===== src/sv/dmkt_pkg.sv =====
// ----------------------------------------------------------------------------
// dmkt_pkg
// Shared types and constants for the direct-mapped key table.
// ----------------------------------------------------------------------------
package dmkt_pkg;

  // Defaults for the top-level parameters
  localparam int unsigned SlotsDefault    = 16;
  localparam int unsigned KeyBytesDefault = 8;

  // Field widths fixed by the item format
  localparam int unsigned KindW    = 2;
  localparam int unsigned KeyW     = 64;
  localparam int unsigned LenW     = 4;
  localparam int unsigned SlotIdxW = 4;
  localparam int unsigned OccW     = 5;

  // djb2 hash
  localparam logic [31:0] HashStart = 32'd5381;
  localparam int unsigned HashShift = 5;

  // Item kinds; the unused code behaves as an exists query
  typedef enum logic [KindW-1:0] {
    KIND_EXISTS = 2'd0,
    KIND_INSERT = 2'd1,
    KIND_ERASE  = 2'd2
  } kind_e;

  typedef struct packed {
    logic [KindW-1:0] kind;
    logic [KeyW-1:0]  key_bytes;
    logic [LenW-1:0]  key_len;
  } in_t;

  typedef struct packed {
    logic                status;
    logic                hit;
    logic [SlotIdxW-1:0] slot_index;
    logic                displaced;
    logic [OccW-1:0]     occupancy;
  } out_t;

  // Controller to datapath
  typedef struct packed {
    logic clr;        // clear one table entry
    logic load;       // capture an accepted transaction
    logic hash_step;  // fold one key byte into the hash
    logic mod_step;   // one stage of the slot remainder
    logic mem_rd;     // read the slot entry
    logic update;     // compare, write back, count
    logic out_load;   // move the result into the output register
  } cmd_t;

  // Datapath to controller
  typedef struct packed {
    logic clr_last;
    logic len_zero;
    logic hash_last;
    logic mod_last;
    logic out_free;
  } status_t;

endpackage


===== src/sv/dmkt_ctrl.sv =====
// ----------------------------------------------------------------------------
// dmkt_ctrl
// Sequencer: clearing pass, hash, remainder, slot read and update, result.
// ----------------------------------------------------------------------------
module dmkt_ctrl #(
  parameter int unsigned SLOTS = dmkt_pkg::SlotsDefault
) (
  input  logic              clk_i,
  input  logic              rst_ni,
  input  logic              in_valid_i,
  output logic              in_ready_o,
  input  dmkt_pkg::status_t status_i,
  output dmkt_pkg::cmd_t    cmd_o
);
  import dmkt_pkg::*;

  localparam bit SlotsPow2 = ((SLOTS & (SLOTS - 1)) == 0);

  localparam logic [2:0] StClear  = 3'd0;
  localparam logic [2:0] StIdle   = 3'd1;
  localparam logic [2:0] StHash   = 3'd2;
  localparam logic [2:0] StMod    = 3'd3;
  localparam logic [2:0] StRead   = 3'd4;
  localparam logic [2:0] StUpdate = 3'd5;
  localparam logic [2:0] StDone   = 3'd6;

  logic [2:0] state_q, state_d;

  // Next state and commands
  always_comb begin
    state_d    = state_q;
    cmd_o      = '0;
    in_ready_o = 1'b0;
    case (state_q)
      StClear: begin
        cmd_o.clr = 1'b1;
        if (status_i.clr_last) state_d = StIdle;
      end
      StIdle: begin
        in_ready_o = 1'b1;
        if (in_valid_i) begin
          cmd_o.load = 1'b1;
          state_d    = status_i.len_zero ? StDone : StHash;
        end
      end
      StHash: begin
        cmd_o.hash_step = 1'b1;
        if (status_i.hash_last) state_d = SlotsPow2 ? StRead : StMod;
      end
      StMod: begin
        cmd_o.mod_step = 1'b1;
        if (status_i.mod_last) state_d = StRead;
      end
      StRead: begin
        cmd_o.mem_rd = 1'b1;
        state_d      = StUpdate;
      end
      StUpdate: begin
        cmd_o.update = 1'b1;
        state_d      = StDone;
      end
      StDone: begin
        if (status_i.out_free) begin
          cmd_o.out_load = 1'b1;
          state_d        = StIdle;
        end
      end
      default: state_d = StClear;
    endcase
  end

  always_ff @(posedge clk_i or negedge rst_ni) begin
    if (!rst_ni) begin
      state_q <= StClear;
    end else begin
      state_q <= state_d;
    end
  end

endmodule


===== src/sv/dmkt_dp.sv =====
// ----------------------------------------------------------------------------
// dmkt_dp
// Datapath: key capture, byte-serial djb2, reciprocal remainder, slot memory,
// occupancy counter and output register.
// ----------------------------------------------------------------------------
module dmkt_dp #(
  parameter int unsigned SLOTS     = dmkt_pkg::SlotsDefault,
  parameter int unsigned KEY_BYTES = dmkt_pkg::KeyBytesDefault
) (
  input  logic              clk_i,
  input  logic              rst_ni,
  input  dmkt_pkg::in_t     in_data_i,
  input  dmkt_pkg::cmd_t    cmd_i,
  output dmkt_pkg::status_t status_o,
  output logic              out_valid_o,
  input  logic              out_ready_i,
  output dmkt_pkg::out_t    out_data_o
);
  import dmkt_pkg::*;

  localparam bit          SlotsPow2 = ((SLOTS & (SLOTS - 1)) == 0);
  localparam int unsigned IdxW      = $clog2(SLOTS);
  localparam int unsigned CntW      = $clog2(SLOTS + 1);
  localparam int unsigned KbW       = KEY_BYTES * 8;
  localparam int unsigned ByteW     = (KEY_BYTES > 1) ? $clog2(KEY_BYTES) : 1;
  localparam int unsigned EntW      = 1 + LenW + KbW;
  localparam logic [31:0]       SlotsK   = 32'(SLOTS);
  localparam logic [31:0]       RecipM   = 32'(64'h1_0000_0000 / 64'(SLOTS));
  localparam logic [IdxW-1:0]   ClrLast  = IdxW'(SLOTS - 1);
  localparam logic [LenW-1:0]   LenMax   = LenW'(KEY_BYTES);
  localparam logic [CntW-1:0]   CntOne   = CntW'(1);

  // Remainder stages
  localparam logic [1:0] ModMul = 2'd0;
  localparam logic [1:0] ModSub = 2'd1;
  localparam logic [1:0] ModFix = 2'd2;

  // Captured transaction
  logic [KEY_BYTES-1:0][7:0] key_q;
  logic [LenW-1:0]           len_q;
  logic [KindW-1:0]          kind_q;
  logic                      rej_q;

  // Hash and remainder
  logic [31:0]      hash_q;
  logic [ByteW-1:0] byte_cnt_q;
  logic [63:0]      prod_c;
  logic [31:0]      quot_q;
  logic [31:0]      diff_q;
  logic [1:0]       mod_cnt_q;
  logic [IdxW-1:0]  rem_q;
  logic [IdxW-1:0]  idx;

  // Slot memory: {valid, length, key}
  logic [EntW-1:0] mem [SLOTS];
  logic [EntW-1:0] rd_q;
  logic            mem_we;
  logic [IdxW-1:0] mem_waddr;
  logic [EntW-1:0] mem_wdata;

  // Bookkeeping
  logic [IdxW-1:0] clr_cnt_q;
  logic [CntW-1:0] cnt_q, cnt_d;
  logic            hit_q, disp_q;
  logic            out_valid_q;
  out_t            out_q;

  logic [LenW-1:0]           len_sat;
  logic [KEY_BYTES-1:0][7:0] key_in;
  logic                      rd_valid;
  logic [LenW-1:0]           rd_len;
  logic [KbW-1:0]            rd_key;
  logic                      hit_c;
  logic                      is_ins, is_era;

  // Saturate length and drop bytes beyond it
  always_comb begin
    len_sat = (in_data_i.key_len > LenMax) ? LenMax : in_data_i.key_len;
    for (int b = 0; b < KEY_BYTES; b++) begin
      key_in[b] = (LenW'(b) < len_sat) ? in_data_i.key_bytes[8*b +: 8] : 8'd0;
    end
  end

  // Quotient estimate by reciprocal; it is low by at most one
  assign prod_c = {32'd0, hash_q} * {32'd0, RecipM};
  assign idx    = SlotsPow2 ? hash_q[IdxW-1:0] : rem_q;

  // Slot compare
  assign rd_valid = rd_q[EntW-1];
  assign rd_len   = rd_q[KbW +: LenW];
  assign rd_key   = rd_q[KbW-1:0];
  assign hit_c    = rd_valid && (rd_len == len_q) && (rd_key == key_q);
  assign is_ins   = (kind_q == KIND_INSERT);
  assign is_era   = (kind_q == KIND_ERASE);

  // Write port and occupancy update
  always_comb begin
    mem_we    = 1'b0;
    mem_waddr = idx;
    mem_wdata = {1'b1, len_q, key_q};
    cnt_d     = cnt_q;
    if (cmd_i.clr) begin
      mem_we    = 1'b1;
      mem_waddr = clr_cnt_q;
      mem_wdata = '0;
    end else if (cmd_i.update && is_ins && !hit_c) begin
      mem_we = 1'b1;
      if (!rd_valid) cnt_d = cnt_q + CntOne;
    end else if (cmd_i.update && is_era && hit_c) begin
      mem_we    = 1'b1;
      mem_wdata = {1'b0, len_q, key_q};
      if (cnt_q != '0) cnt_d = cnt_q - CntOne;
    end
  end

  always_ff @(posedge clk_i) begin
    if (mem_we) mem[mem_waddr] <= mem_wdata;
    if (cmd_i.mem_rd) rd_q <= mem[idx];
  end

  // Payload registers
  always_ff @(posedge clk_i) begin
    if (cmd_i.load) begin
      key_q      <= key_in;
      len_q      <= len_sat;
      kind_q     <= in_data_i.kind;
      rej_q      <= (in_data_i.key_len == '0);
      hash_q     <= HashStart;
      byte_cnt_q <= '0;
      rem_q      <= '0;
      mod_cnt_q  <= ModMul;
    end
    if (cmd_i.hash_step) begin
      hash_q     <= (hash_q << HashShift) + hash_q + 32'(key_q[byte_cnt_q]);
      byte_cnt_q <= byte_cnt_q + ByteW'(1);
    end
    // Remainder: estimate, subtract, one corrective subtract
    if (cmd_i.mod_step) begin
      case (mod_cnt_q)
        ModMul:  quot_q <= prod_c[63:32];
        ModSub:  diff_q <= hash_q - quot_q * SlotsK;
        default: rem_q  <= (diff_q >= SlotsK) ? IdxW'(diff_q - SlotsK) : IdxW'(diff_q);
      endcase
      mod_cnt_q <= mod_cnt_q + 2'd1;
    end
    if (cmd_i.update) begin
      hit_q  <= hit_c;
      disp_q <= is_ins && !hit_c && rd_valid;
    end
    if (cmd_i.out_load) begin
      out_q.status     <= rej_q;
      out_q.hit        <= !rej_q && hit_q;
      out_q.slot_index <= rej_q ? '0 : SlotIdxW'(idx);
      out_q.displaced  <= !rej_q && disp_q;
      out_q.occupancy  <= OccW'(cnt_q);
    end
  end

  // Control registers
  always_ff @(posedge clk_i or negedge rst_ni) begin
    if (!rst_ni) begin
      clr_cnt_q   <= '0;
      cnt_q       <= '0;
      out_valid_q <= 1'b0;
    end else begin
      if (cmd_i.clr) clr_cnt_q <= clr_cnt_q + IdxW'(1);
      cnt_q <= cnt_d;
      if (cmd_i.out_load) out_valid_q <= 1'b1;
      else if (out_ready_i) out_valid_q <= 1'b0;
    end
  end

  // Status back to the controller
  assign status_o.clr_last  = (clr_cnt_q == ClrLast);
  assign status_o.len_zero  = (in_data_i.key_len == '0);
  assign status_o.hash_last = (LenW'(byte_cnt_q) == (len_q - LenW'(1)));
  assign status_o.mod_last  = (mod_cnt_q == ModFix);
  assign status_o.out_free  = !out_valid_q || out_ready_i;

  assign out_valid_o = out_valid_q;
  assign out_data_o  = out_q;

  // Occupancy never exceeds the table size
  a_cnt_range: assert property (@(posedge clk_i) disable iff (!rst_ni)
    cnt_q <= CntW'(SLOTS))
    else $error("occupancy above table size");

  // One update moves the count by at most one
  a_cnt_step: assert property (@(posedge clk_i) disable iff (!rst_ni)
    cmd_i.update |=> (cnt_q == $past(cnt_q)) || (cnt_q == $past(cnt_q) + CntOne) ||
                     (cnt_q == $past(cnt_q) - CntOne))
    else $error("occupancy moved by more than one");

  // A result never overwrites one that is still waiting
  a_no_overrun: assert property (@(posedge clk_i) disable iff (!rst_ni)
    cmd_i.out_load |-> (!out_valid_q || out_ready_i))
    else $error("result register overrun");

  // A hit never displaces
  a_hit_disp: assert property (@(posedge clk_i) disable iff (!rst_ni)
    cmd_i.update |=> !(hit_q && disp_q))
    else $error("hit and displaced together");

  // Memory is not accessed during the clearing pass except by the clear
  a_clr_excl: assert property (@(posedge clk_i) disable iff (!rst_ni)
    cmd_i.clr |-> !(cmd_i.load || cmd_i.update || cmd_i.mem_rd))
    else $error("access during clearing pass");

endmodule


===== src/sv/direct_mapped_key_table_top.sv =====
// Flow: an accepted key of L bytes is hashed one byte at a time; when SLOTS is
//   not a power of two, the remainder unit then estimates, subtracts and corrects.
// The slot is then read and updated, and the result moves to the output register.
//   A new transaction is accepted only once the previous result has been loaded.
// Zero-length keys: no hash and no slot access; the result has status set, table untouched.
// Reset: a clearing pass empties every slot with in_ready_o low; occupancy is zero.
// ----------------------------------------------------------------------------
// direct_mapped_key_table_top
// Direct-mapped key table with djb2 slot selection: exists, insert, erase.
// ----------------------------------------------------------------------------
module direct_mapped_key_table_top #(
  parameter int unsigned SLOTS     = dmkt_pkg::SlotsDefault,
  parameter int unsigned KEY_BYTES = dmkt_pkg::KeyBytesDefault
) (
  input  logic           clk_i,
  input  logic           rst_ni,
  input  logic           in_valid_i,
  output logic           in_ready_o,
  input  dmkt_pkg::in_t  in_data_i,
  output logic           out_valid_o,
  input  logic           out_ready_i,
  output dmkt_pkg::out_t out_data_o
);
  import dmkt_pkg::*;

  cmd_t    cmd;
  status_t status;

  // Sequencer
  dmkt_ctrl #(
    .SLOTS (SLOTS)
  ) u_ctrl (
    .clk_i      (clk_i),
    .rst_ni     (rst_ni),
    .in_valid_i (in_valid_i),
    .in_ready_o (in_ready_o),
    .status_i   (status),
    .cmd_o      (cmd)
  );

  // Datapath
  dmkt_dp #(
    .SLOTS     (SLOTS),
    .KEY_BYTES (KEY_BYTES)
  ) u_dp (
    .clk_i       (clk_i),
    .rst_ni      (rst_ni),
    .in_data_i   (in_data_i),
    .cmd_i       (cmd),
    .status_o    (status),
    .out_valid_o (out_valid_o),
    .out_ready_i (out_ready_i),
    .out_data_o  (out_data_o)
  );

endmodule

===== config.mk =====
export PLATFORM = sky130hd
export DESIGN_NAME = direct_mapped_key_table_top
export DESIGN_NICKNAME = d
export VERILOG_FILES = /design/src/sv/dmkt_pkg.sv /design/src/sv/dmkt_ctrl.sv /design/src/sv/dmkt_dp.sv /design/src/sv/direct_mapped_key_table_top.sv
export SDC_FILE = /design/constraint.sdc
export NUM_CORES = 1
export LEC_CHECK = 0
export ABC_AREA = 1
export BUFFER_PORTS_ARGS = -buffer_cell sky130_fd_sc_hd__buf_2
export CORE_ASPECT_RATIO = 1.5
export CORE_MARGIN = 4
export CORE_UTILIZATION = 45
export DETAILED_ROUTE_END_ITERATION = 8
export GPL_TIMING_DRIVEN = 0
export SLEW_MARGIN = 40
export SYNTH_ARGS = -nofsm -noshare
export SYNTH_HDL_FRONTEND = slang
export SYNTH_HIERARCHICAL = 1
export SYNTH_SLANG_ARGS = --single-unit
export TNS_END_PERCENT = 5

===== constraint.sdc =====
create_clock -name clk_i -period 11.6 [get_ports clk_i]
set_clock_uncertainty 0.15 [all_clocks]
set_input_delay 2.32 -clock clk_i [delete_from_list [all_inputs] [get_ports clk_i]]
set_output_delay 2.32 -clock clk_i [all_outputs]
set_load 0.005 [all_outputs]

Word-level counts from Yosys, hierarchy flattened
Memory sizes are Yosys's and may differ from the RTL's. A register that Yosys moved wholly into a read port is not among the register bits.
Cells that the tools add are included.
- magnitude comparators: 10
- div/mod/pow operators: 0
- multiplexer cells: 41
- add/sub/neg operators: 8
- shift-type cells: 0
- equality and inequality tests: 19
- reduce and logical (&&, ||, !) cells: 24
- multipliers: 0
- bitwise logic cells: 1
- operator list (kind ; count):
    $mux 69 ; 3
    $eq 64x64->1 ; 1
    $mux 32 ; 2
    $add 32x32->32 ; 1
    $add 32x8->32 ; 1
    $bmux 8 s3 ; 1
    $mux 3 ; 8
    $pmux 3 s7 ; 1
    $mux 5 ; 4
    $mux 1 ; 17
    $lt 3x4->1 const A ; 4
    $ne 2x2->1 const B ; 6
    $logic_and 1x1->1 ; 10
    $reduce_bool 2->1 ; 5
    $eq 3x3->1 const B ; 3
    $lt 1x4->1 const A ; 2
    $lt 2x4->1 const A ; 2
    $mux 4 ; 2
    $mux 8 ; 1
    $eq 3x2->1 const B ; 2
    $add 5x1->5 const B ; 1
    $reduce_and 5->1 ; 1
    $reduce_bool 5->1 ; 1
    $sub 5x1->5 const B ; 1
    19 further kinds ; 23
- ROM bits: 0
- latch bits: 0
- memories kept: 1
- output and inout bits: 14
- bits in writable memories: 1104
- bits in registers: 135
- word-level logic and storage cells: 129
- memories (name ; depth ; bits a word ; rd ports ; clocked after memory_dff ; write ports ; RTL line ; source):
    u_dp.mem ; 16 ; 69 ; 1 ; 1 ; 1 ; dmkt_dp.sv:55 ; logic [EntW-1:0] mem [SLOTS];

Depth between registers and ports, before layout
Gate-level depths: netlist of the first run.
- word-level depth: 9
- mapped depth: 18
- gate-level depth less buffers: 18

Cells and area by module
Netlist of the first run, hierarchy kept.
- modules (own cells, without submodules) (module ; cells each ; sequential area each (um^2) ; area an instance (um^2) ; times used):
    dmkt_dp ; 3970 ; 38296.7 ; 51219.1 ; 1
    dmkt_ctrl ; 51 ; 75.1 ; 299.0 ; 1

Worst setup path after synthesis of the first run
OpenSTA, ideal clock, no wires.
- path kind: input to register
- start: in in_valid_i
- end: reg u_dp.byte_cnt_q[0], enable pin
- cell stages on the path: 4
- setup time: 0.339 ns
- slack: 3.162 ns
- arrival time: 7.949 ns
- cells stage by stage: inv_1 -> nor3_1 -> inv_1 -> nand2_1
- RTL lines (what ; RTL line ; source):
    start: declaration ; direct_mapped_key_table_top.sv:17 ; input logic in_valid_i,
    end signal: assignment ; dmkt_dp.sv:135 ; byte_cnt_q <= byte_cnt_q + ByteW'(1);
    end: declaration ; dmkt_dp.sv:46 ; logic [ByteW-1:0] byte_cnt_q;

Worst setup path in the final report of the first run
- start: reg u_ctrl.state_q[1]
- end: out in_ready_o
- cells in the longest elaborated chain, start to end: 2
- ends and longest elaborated chain (what ; RTL line ; source):
    start: declaration ; dmkt_ctrl.sv:27 ; logic [2:0] state_q, state_d;
    start signal: assignment ; dmkt_ctrl.sv:74 ; state_q <= StClear;
    start signal: assignment ; dmkt_ctrl.sv:76 ; state_q <= state_d;
    $eq 3x1->1 ; dmkt_ctrl.sv:34 ; case (state_q)
    $mux 1 ; dmkt_ctrl.sv:34 ;
    end: declaration ; direct_mapped_key_table_top.sv:18 ; output logic in_ready_o,
Every way passes these cells.

==> results by group, run 1 <==
Finish
  • Total Nets Final: 4346
  • Commonest non-fill, non-tap cell in the layout: edfxtp_1
  • Multi-input combinational cell area: 0.0114 mm^2
  • FILL cells: 9645
  • Layout cells sized above 1: 10.9%
  • Post-route insts no fill: 5813
  • Most frequent cells in the layout: 1267 x edfxtp_1, 677 x nor2_1, 574 x o21ai_0
  • FF/Latch Area: 0.0384 mm^2
  • Fin util: 51.7%
  • Area grow syn2layout: 13.7%

Synthesis
  • Sequential area share after synthesis: 74.5%
  • Yosys warns: 6
  • Share of flip-flops with an asynchronous set or reset: 1.02%
  • Top-area cell type share of the netlist area: 73.9%
  • Post-synth top flop: edfxtp_1
  • Average footprint of a synthesized cell: 12.8 um^2
  • Post-synthesis cell type count: 38
  • Net Count, Synth: 4108
  • Cell taking the most area after synthesis: edfxtp_1
  • Synth Register Bits: 1280
  • Post-Synthesis Cell Area: 0.0515 mm^2
  • Number of flops mapped to enable cells by yosys: 1267
  • Post-Synthesis Cells: 4021
  • Synth area leaders: edfxtp_1 74%, o21ai_0 5.6%, nor2_1 5.4%, o221ai_1 3.4%, nand2_1 2.4%

Global route
  • Total GRT Usage: 28.4%
  • GR Overflow Total: 0
  • First-pass GRT wire length: 245000 um
  • Largest net degree at the start of global routing: 41
  • Vias in the first global route: 34000
  • Initial antenna violation count: 4

Placement
  • # port buffers: 86
  • Routability cong.: 0.972
  • Placed cell count: 5595
  • Post-DP HPWL: 114000 um

Power and ir drop
  • Reg power frac: 44.7%
  • Logic pwr share: 28.9%
  • Pleak: 20.0 nW
  • Sw Share: 35.6%
  • Net switching power: 5.20 mW
  • Power share of the clock group: 26.4%
  • P_int: 9.41 mW
  • PwrDens: 249 mW/mm^2
  • Worst VDD drop: 165 uV

CTS
  • Setup bufs post-CTS: 0
  • TritonCTS sink count: 1280
  • CTS tree: built
  • Post-CTS resize count: 0
  • Max H-tree Level: 3
  • Clk slew on worst S/H paths: 70 ps
  • Clock Root Buffer: clkbuf_16
  • Post-CTS Hold Buffers: 0
  • Clock buffer depth: 3
  • Clk_lat worst skew: 760 ps
  • Total CTS buffers: 115

Detailed routing
  • Via density: 6.13
  • Routed wire length per instance: 30.1 um
  • Starting DRT DRC Count: 4423
  • Wirelength, routed: 175000 um
  • Drc violations: 0
  • Via count: 35600
  • Detailed Routing Iterations Pass 1: 6
  • Post-route ant nets: 0

STA
  • Fin crit period: 4070 ps
  • Highest clock rate: 246 MHz
  • Slew Viols, Final: 0
  • Worst slew pin tran: 1030 ps
  • Final hold vios: 0
  • Max_slew headroom: 31.6%
  • Crit share post-route: 35.0%
  • Unrepaired setup endpoints after global routing: no
  • Setup violations, final: 0

Worst setup path
  • Critical path endpoint category: output port
  • Critical Path RT: 9130 ps
  • Crit path launch type: register
  • Critical Path AT: 1600 ps
  • Max FO, Critical Path: 6
  • CP Class: register to output port

Job
  • Max-cap violations: 0

Die
  • DIE AREA: 0.120 mm^2
  • Die Span Y: 422 um
  • Chip width: 284 um
  • Core ar.: 0.113 mm^2
  • Rows: 151
  • Initial Utilization: 45.4%
  • Top Ports: 88

Min path
  • Worst min path class: register to register

Outcome
  • Status: finished, final reports clean
-- cell usage after synthesis, types with 7 or more instances --
| cell | count |
|---|---|
| clkbuf_1 | 213 |
| o221ai_1 | 199 |
| nor2_1 | 748 |
| a21oi_1 | 19 |
| xor2_1 | 8 |
| nand2_2 | 7 |
| dfrtp_1 | 13 |
| nand2_1 | 330 |
| buf_2 | 23 |
| o211ai_1 | 77 |
| nor3_1 | 7 |
| nand3_1 | 86 |
| buf_1 | 9 |
| o22ai_1 | 77 |
| xnor2_1 | 15 |
| nand4_1 | 26 |
| inv_2 | 13 |
| o21ai_0 | 574 |
| ha_1 | 11 |
| a31oi_1 | 7 |
| edfxtp_1 | 1267 |
| inv_1 | 246 |
-- flip-flops by register name, indices dropped and copies added, names as in the netlist, 2 cells and up --
| register | count |
|---|---|
| u_dp/rd_q | 69 |
| u_ctrl/state_q | 3 |
| u_dp/kind_q | 2 |
| u_dp/clr_cnt_q | 4 |
| u_dp/len_q | 4 |
| u_dp/cnt_q | 5 |
| u_dp/mod_cnt_q | 2 |
| u_dp/byte_cnt_q | 3 |
| u_dp/key_q | 64 |
| u_dp/hash_q | 4 |
| u_dp/out_data_o | 12 |
| u_dp/mem | 1104 |
-- metal layers --
metal  vias up  GRT usage [%]  share of wire, %
met5         -              0            0.0040
met4         2           14.3               5.8
met3       406           4.71               8.9
met2      2115           47.9                49
met1     17900           35.5                37
li1      15200              -                 -
-- critical path, stage by stage (launching register included) --
cell and delay (ps):
dfrtp_1 440, inv_1 110, nand2_1 90, nor2_2 90, buf_2 120
-- power groups by stage --
| stage | logic (mW) | registers (mW) | clock network (mW) |
|---|---|---|---|
| floorplan | 2.16 | 6.60 | 0 |
| global placement | 3.88 | 6.73 | 0 |
| detailed placement | 4.13 | 6.62 | 0 |
| CTS | 4.14 | 6.53 | 3.88 |
| global route | 4.43 | 6.57 | 4.08 |
| finish | 4.22 | 6.53 | 3.85 |
-- cell families after synthesis --
family / Yosys count / share of synthesized area, %
xor+xnor: 23 / 0.391
flops: 1280 / 74.5
fa+ha+maj: 13 / 0.345
compound gates: 963 / 11.4
buf+inv: 509 / 3.79
simple gates: 1233 / 9.55
-- per-stage QoR --
step / setup TNS [ps] / power (mW) / cell area [um^2] / hold WS (ps) / setup slack, ps
after floorplan: 0 / 8.76 / 51500 / 319 / 3160
after global placement: -18190 / 10.6 / 53800 / 326 / -2120
after detailed placement: 0 / 10.8 / 54800 / 334 / 6960
after CTS: 0 / 14.6 / 58500 / 351 / 7480
after global routing: 0 / 15.1 / 58600 / 380 / 7340
final: 0 / 14.6 / 58600 / 340 / 7530
-- final cells by class --
class,count,share of cell area [%]
sequential,1280,65.5
multi-input combinational,2232,19.5
clock buffer,130,5.08
tap,1453,3.10
timing repair buffer,121,1.93
inverter,262,1.88
buffer,247,1.72
clock inverter,85,1.30
antenna,3,0.0128
-- worst paths after layout --
check / start / to / slack [ps] / cells past startpoint
worst max-delay path: u_ctrl/state_q[1] / in_ready_o / 7530 / 4
worst min-delay path: u_dp/out_valid_o / u_dp/out_valid_o / 340 / 2
worst max register to register: u_dp/byte_cnt_q[0] / u_dp/hash_q[3] / 7560 / 13
worst min register to register: u_dp/out_valid_o / u_dp/out_valid_o / 340 / 2
max in group asynchronous: rst_ni / u_ctrl/state_q[1] / 9740 / 1
min in group asynchronous: rst_ni / u_dp/clr_cnt_q[3] / 1300 / 1
(Power assumes the default switching activity.)
==> run 2: changes to the inputs <==
==> constraint.sdc (replaced) <==
create_clock -name clk_i -period 3.5 [get_ports clk_i]
set_clock_uncertainty 0.15 [all_clocks]
set_input_delay 0.7 -clock clk_i [delete_from_list [all_inputs] [get_ports clk_i]]
set_output_delay 0.7 -clock clk_i [all_outputs]
set_load 0.005 [all_outputs]
==> results by group, run 2 (synthesis gave the netlist of run 1 again) <==
Worst setup path
  • Cell mode on critical path: inv_2
  • Max FO, Critical Path: 35
  • Crit path launch type: register
  • Critical Path RT: 3750 ps
  • CP Cell Sequence: buf_2, inv_2, buf_4, a21oi_1, nand3_1, inv_2, nand2_1, bufinv_16, buf_16
  • Critical path's largest stage delay: 580 ps
  • CP Class: register to register
  • CP max-delay cell: buf_2
  • Critical path endpoint category: register
  • Critical Path AT: 3670 ps

STA
  • Setup violations, final: 0
  • Max_slew headroom: 41.4%
  • Crit share post-route: 97.8%
  • Fin crit period: 3420 ps
  • Worst slew pin tran: 879 ps
  • Unrepaired setup endpoints after global routing: yes
  • Slew Viols, Final: 0
  • Highest clock rate: 292 MHz
  • Final hold vios: 0

Placement
  • # port buffers: 86
  • Placed cell count: 5588
  • Post-DP HPWL: 114000 um
  • Routability cong.: 0.943

Finish
  • Commonest non-fill, non-tap cell in the layout: edfxtp_1
  • Most frequent cells in the layout: 1267 x edfxtp_1, 677 x nor2_1, 572 x o21ai_0
  • Reg with most FFs: u_dp/mem
  • Total Nets Final: 4339
  • Regs by FF count: u_dp/mem x1104, u_dp/rd_q x69, u_dp/key_q x64
  • Largest register FFs: 1104
  • Layout cells sized above 1: 10.8%
  • Post-route insts no fill: 5803
  • Area grow syn2layout: 14.1%
  • FILL cells: 9607

Global route
  • First-pass GRT wire length: 244000 um
  • Largest net degree at the start of global routing: 70
  • Initial antenna violation count: 2
  • Total GRT Usage: 28.3%
  • Vias in the first global route: 33900
  • GR Overflow Total: 0

Outcome
  • Status: finished, final reports clean

CTS
  • TritonCTS sink count: 1280
  • Clock Root Buffer: clkbuf_16
  • CTS tree: built
  • Total CTS buffers: 114
  • Clk slew on worst S/H paths: 70 ps
  • Clk_lat worst skew: 760 ps
  • Max H-tree Level: 3
  • Clock buffer depth: 3

Detailed routing
  • Drc violations: 0
  • Routed wire length per instance: 30.1 um
  • Post-route ant nets: 0
  • Via density: 6.12
  • Via count: 35500
  • Starting DRT DRC Count: 4524
  • Detailed Routing Iterations Pass 1: 6
  • Wirelength, routed: 175000 um

Die
  • Chip width: 284 um
  • Core ar.: 0.113 mm^2
  • Rows: 151
  • Die Span Y: 422 um
  • Top Ports: 88
  • Initial Utilization: 45.4%
  • DIE AREA: 0.120 mm^2

Power and ir drop
  • Worst VDD drop: 512 uV
  • PwrDens: 826 mW/mm^2
  • Net switching power: 17.1 mW
  • Pleak: 20.0 nW
  • Reg power frac: 44.6%
  • Power share of the clock group: 26.3%
  • Total Power: 48.5 mW
  • Sw Share: 35.3%
  • Logic pwr share: 29.1%
  • P_int: 31.4 mW

Job
  • Max-cap violations: 0

Min path
  • Worst min path class: input port to register
[run 2: repair_timing]
action,in CTS,in global routing
gates cloned,0,1
endpoints found under the setup margin,602,677
hold buffers,4,0
resized for setup,31,15
pin swaps,1,1
setup buffers,1,1
endpoints found under the hold margin,16,0
[run 2: area by class of cell]
cell class / count / area, um^2 / share of cell area (%)
Clock inverter: 69 / 741 / 1.26
Timing Repair inverter: 1 / 5.00 / 0.00851
Sequential cell: 1280 / 38400 / 65.3
Antenna cell: 4 / 10.0 / 0.0170
Timing Repair Buffer: 116 / 981 / 1.67
Multi-Input combinational cell: 2232 / 11500 / 19.5
Buffer: 245 / 1020 / 1.74
Clock buffer: 141 / 3000 / 5.10
Tap cell: 1453 / 1820 / 3.09
Inverter: 262 / 1380 / 2.34
[run 2: worst paths after layout]
| check | from | end | slack, ps | cells past startpoint |
|---|---|---|---|---|
| worst min register to register | u_dp/out_valid_o | u_dp/out_valid_o | 340 | 2 |
| worst max register to register | u_dp/hash_q[0] | u_dp/mem[5][54] | 80 | 9 |
| min in group asynchronous | rst_ni | u_dp/cnt_q[4] | 230 | 2 |
| max in group asynchronous | rst_ni | u_ctrl/state_q[1] | 2720 | 2 |
| worst min-delay path | in_data_i[66] | u_dp/key_q[62] | 70 | 3 |
| worst max-delay path | u_dp/hash_q[0] | u_dp/mem[5][54] | 80 | 9 |
[run 2: power by group through the flow]
stage               combinational (mW)  sequential [mW]  clock (mW)
floorplan                         7.17             21.9           0
global placement                  12.9             22.3           0
detailed placement                13.6             21.9           0
CTS                               13.8             21.6        12.9
global route                      14.8             21.8        13.5
finish                            14.1             21.7        12.7
[run 2: per-stage QoR]
step | utilization, % | TNS (ps) | setup slack [ps] | hold slack (ps) | area, um^2
after floorplan | - | -227410 | -724 | 254 | 51500
after global placement | 47.4 | -3213660 | -2910 | 328 | 53800
after detailed placement | 48.3 | -114020 | -433 | 330 | 54700
after CTS | 51.8 | 0 | 5.72 | 25.7 | 58700
after global routing | 51.9 | -40.8 | -40.8 | 59.4 | 58800
final | 51.9 | 0 | 75.5 | 68.4 | 58800
[run 2: critical path, delay by kind of cell, from the launching register on]
family,cells,cell delay [ps]
AO/OA/AOI/OAI,1,320
buffers and inverters,6,1770
AND/OR/NAND/NOR,2,270
flip-flops,1,420
[run 2: per-layer routing]
| layer | GRT usage [%] | wire [um] | vias to the layer above |
|---|---|---|---|
| met4 | 15.5 | 10500 | 0 |
| met5 | 0 | 0 | - |
| met3 | 4.69 | 15300 | 418 |
| li1 | - | - | 15200 |
| met1 | 35.1 | 63900 | 17800 |
| met2 | 47.4 | 85100 | 2082 |
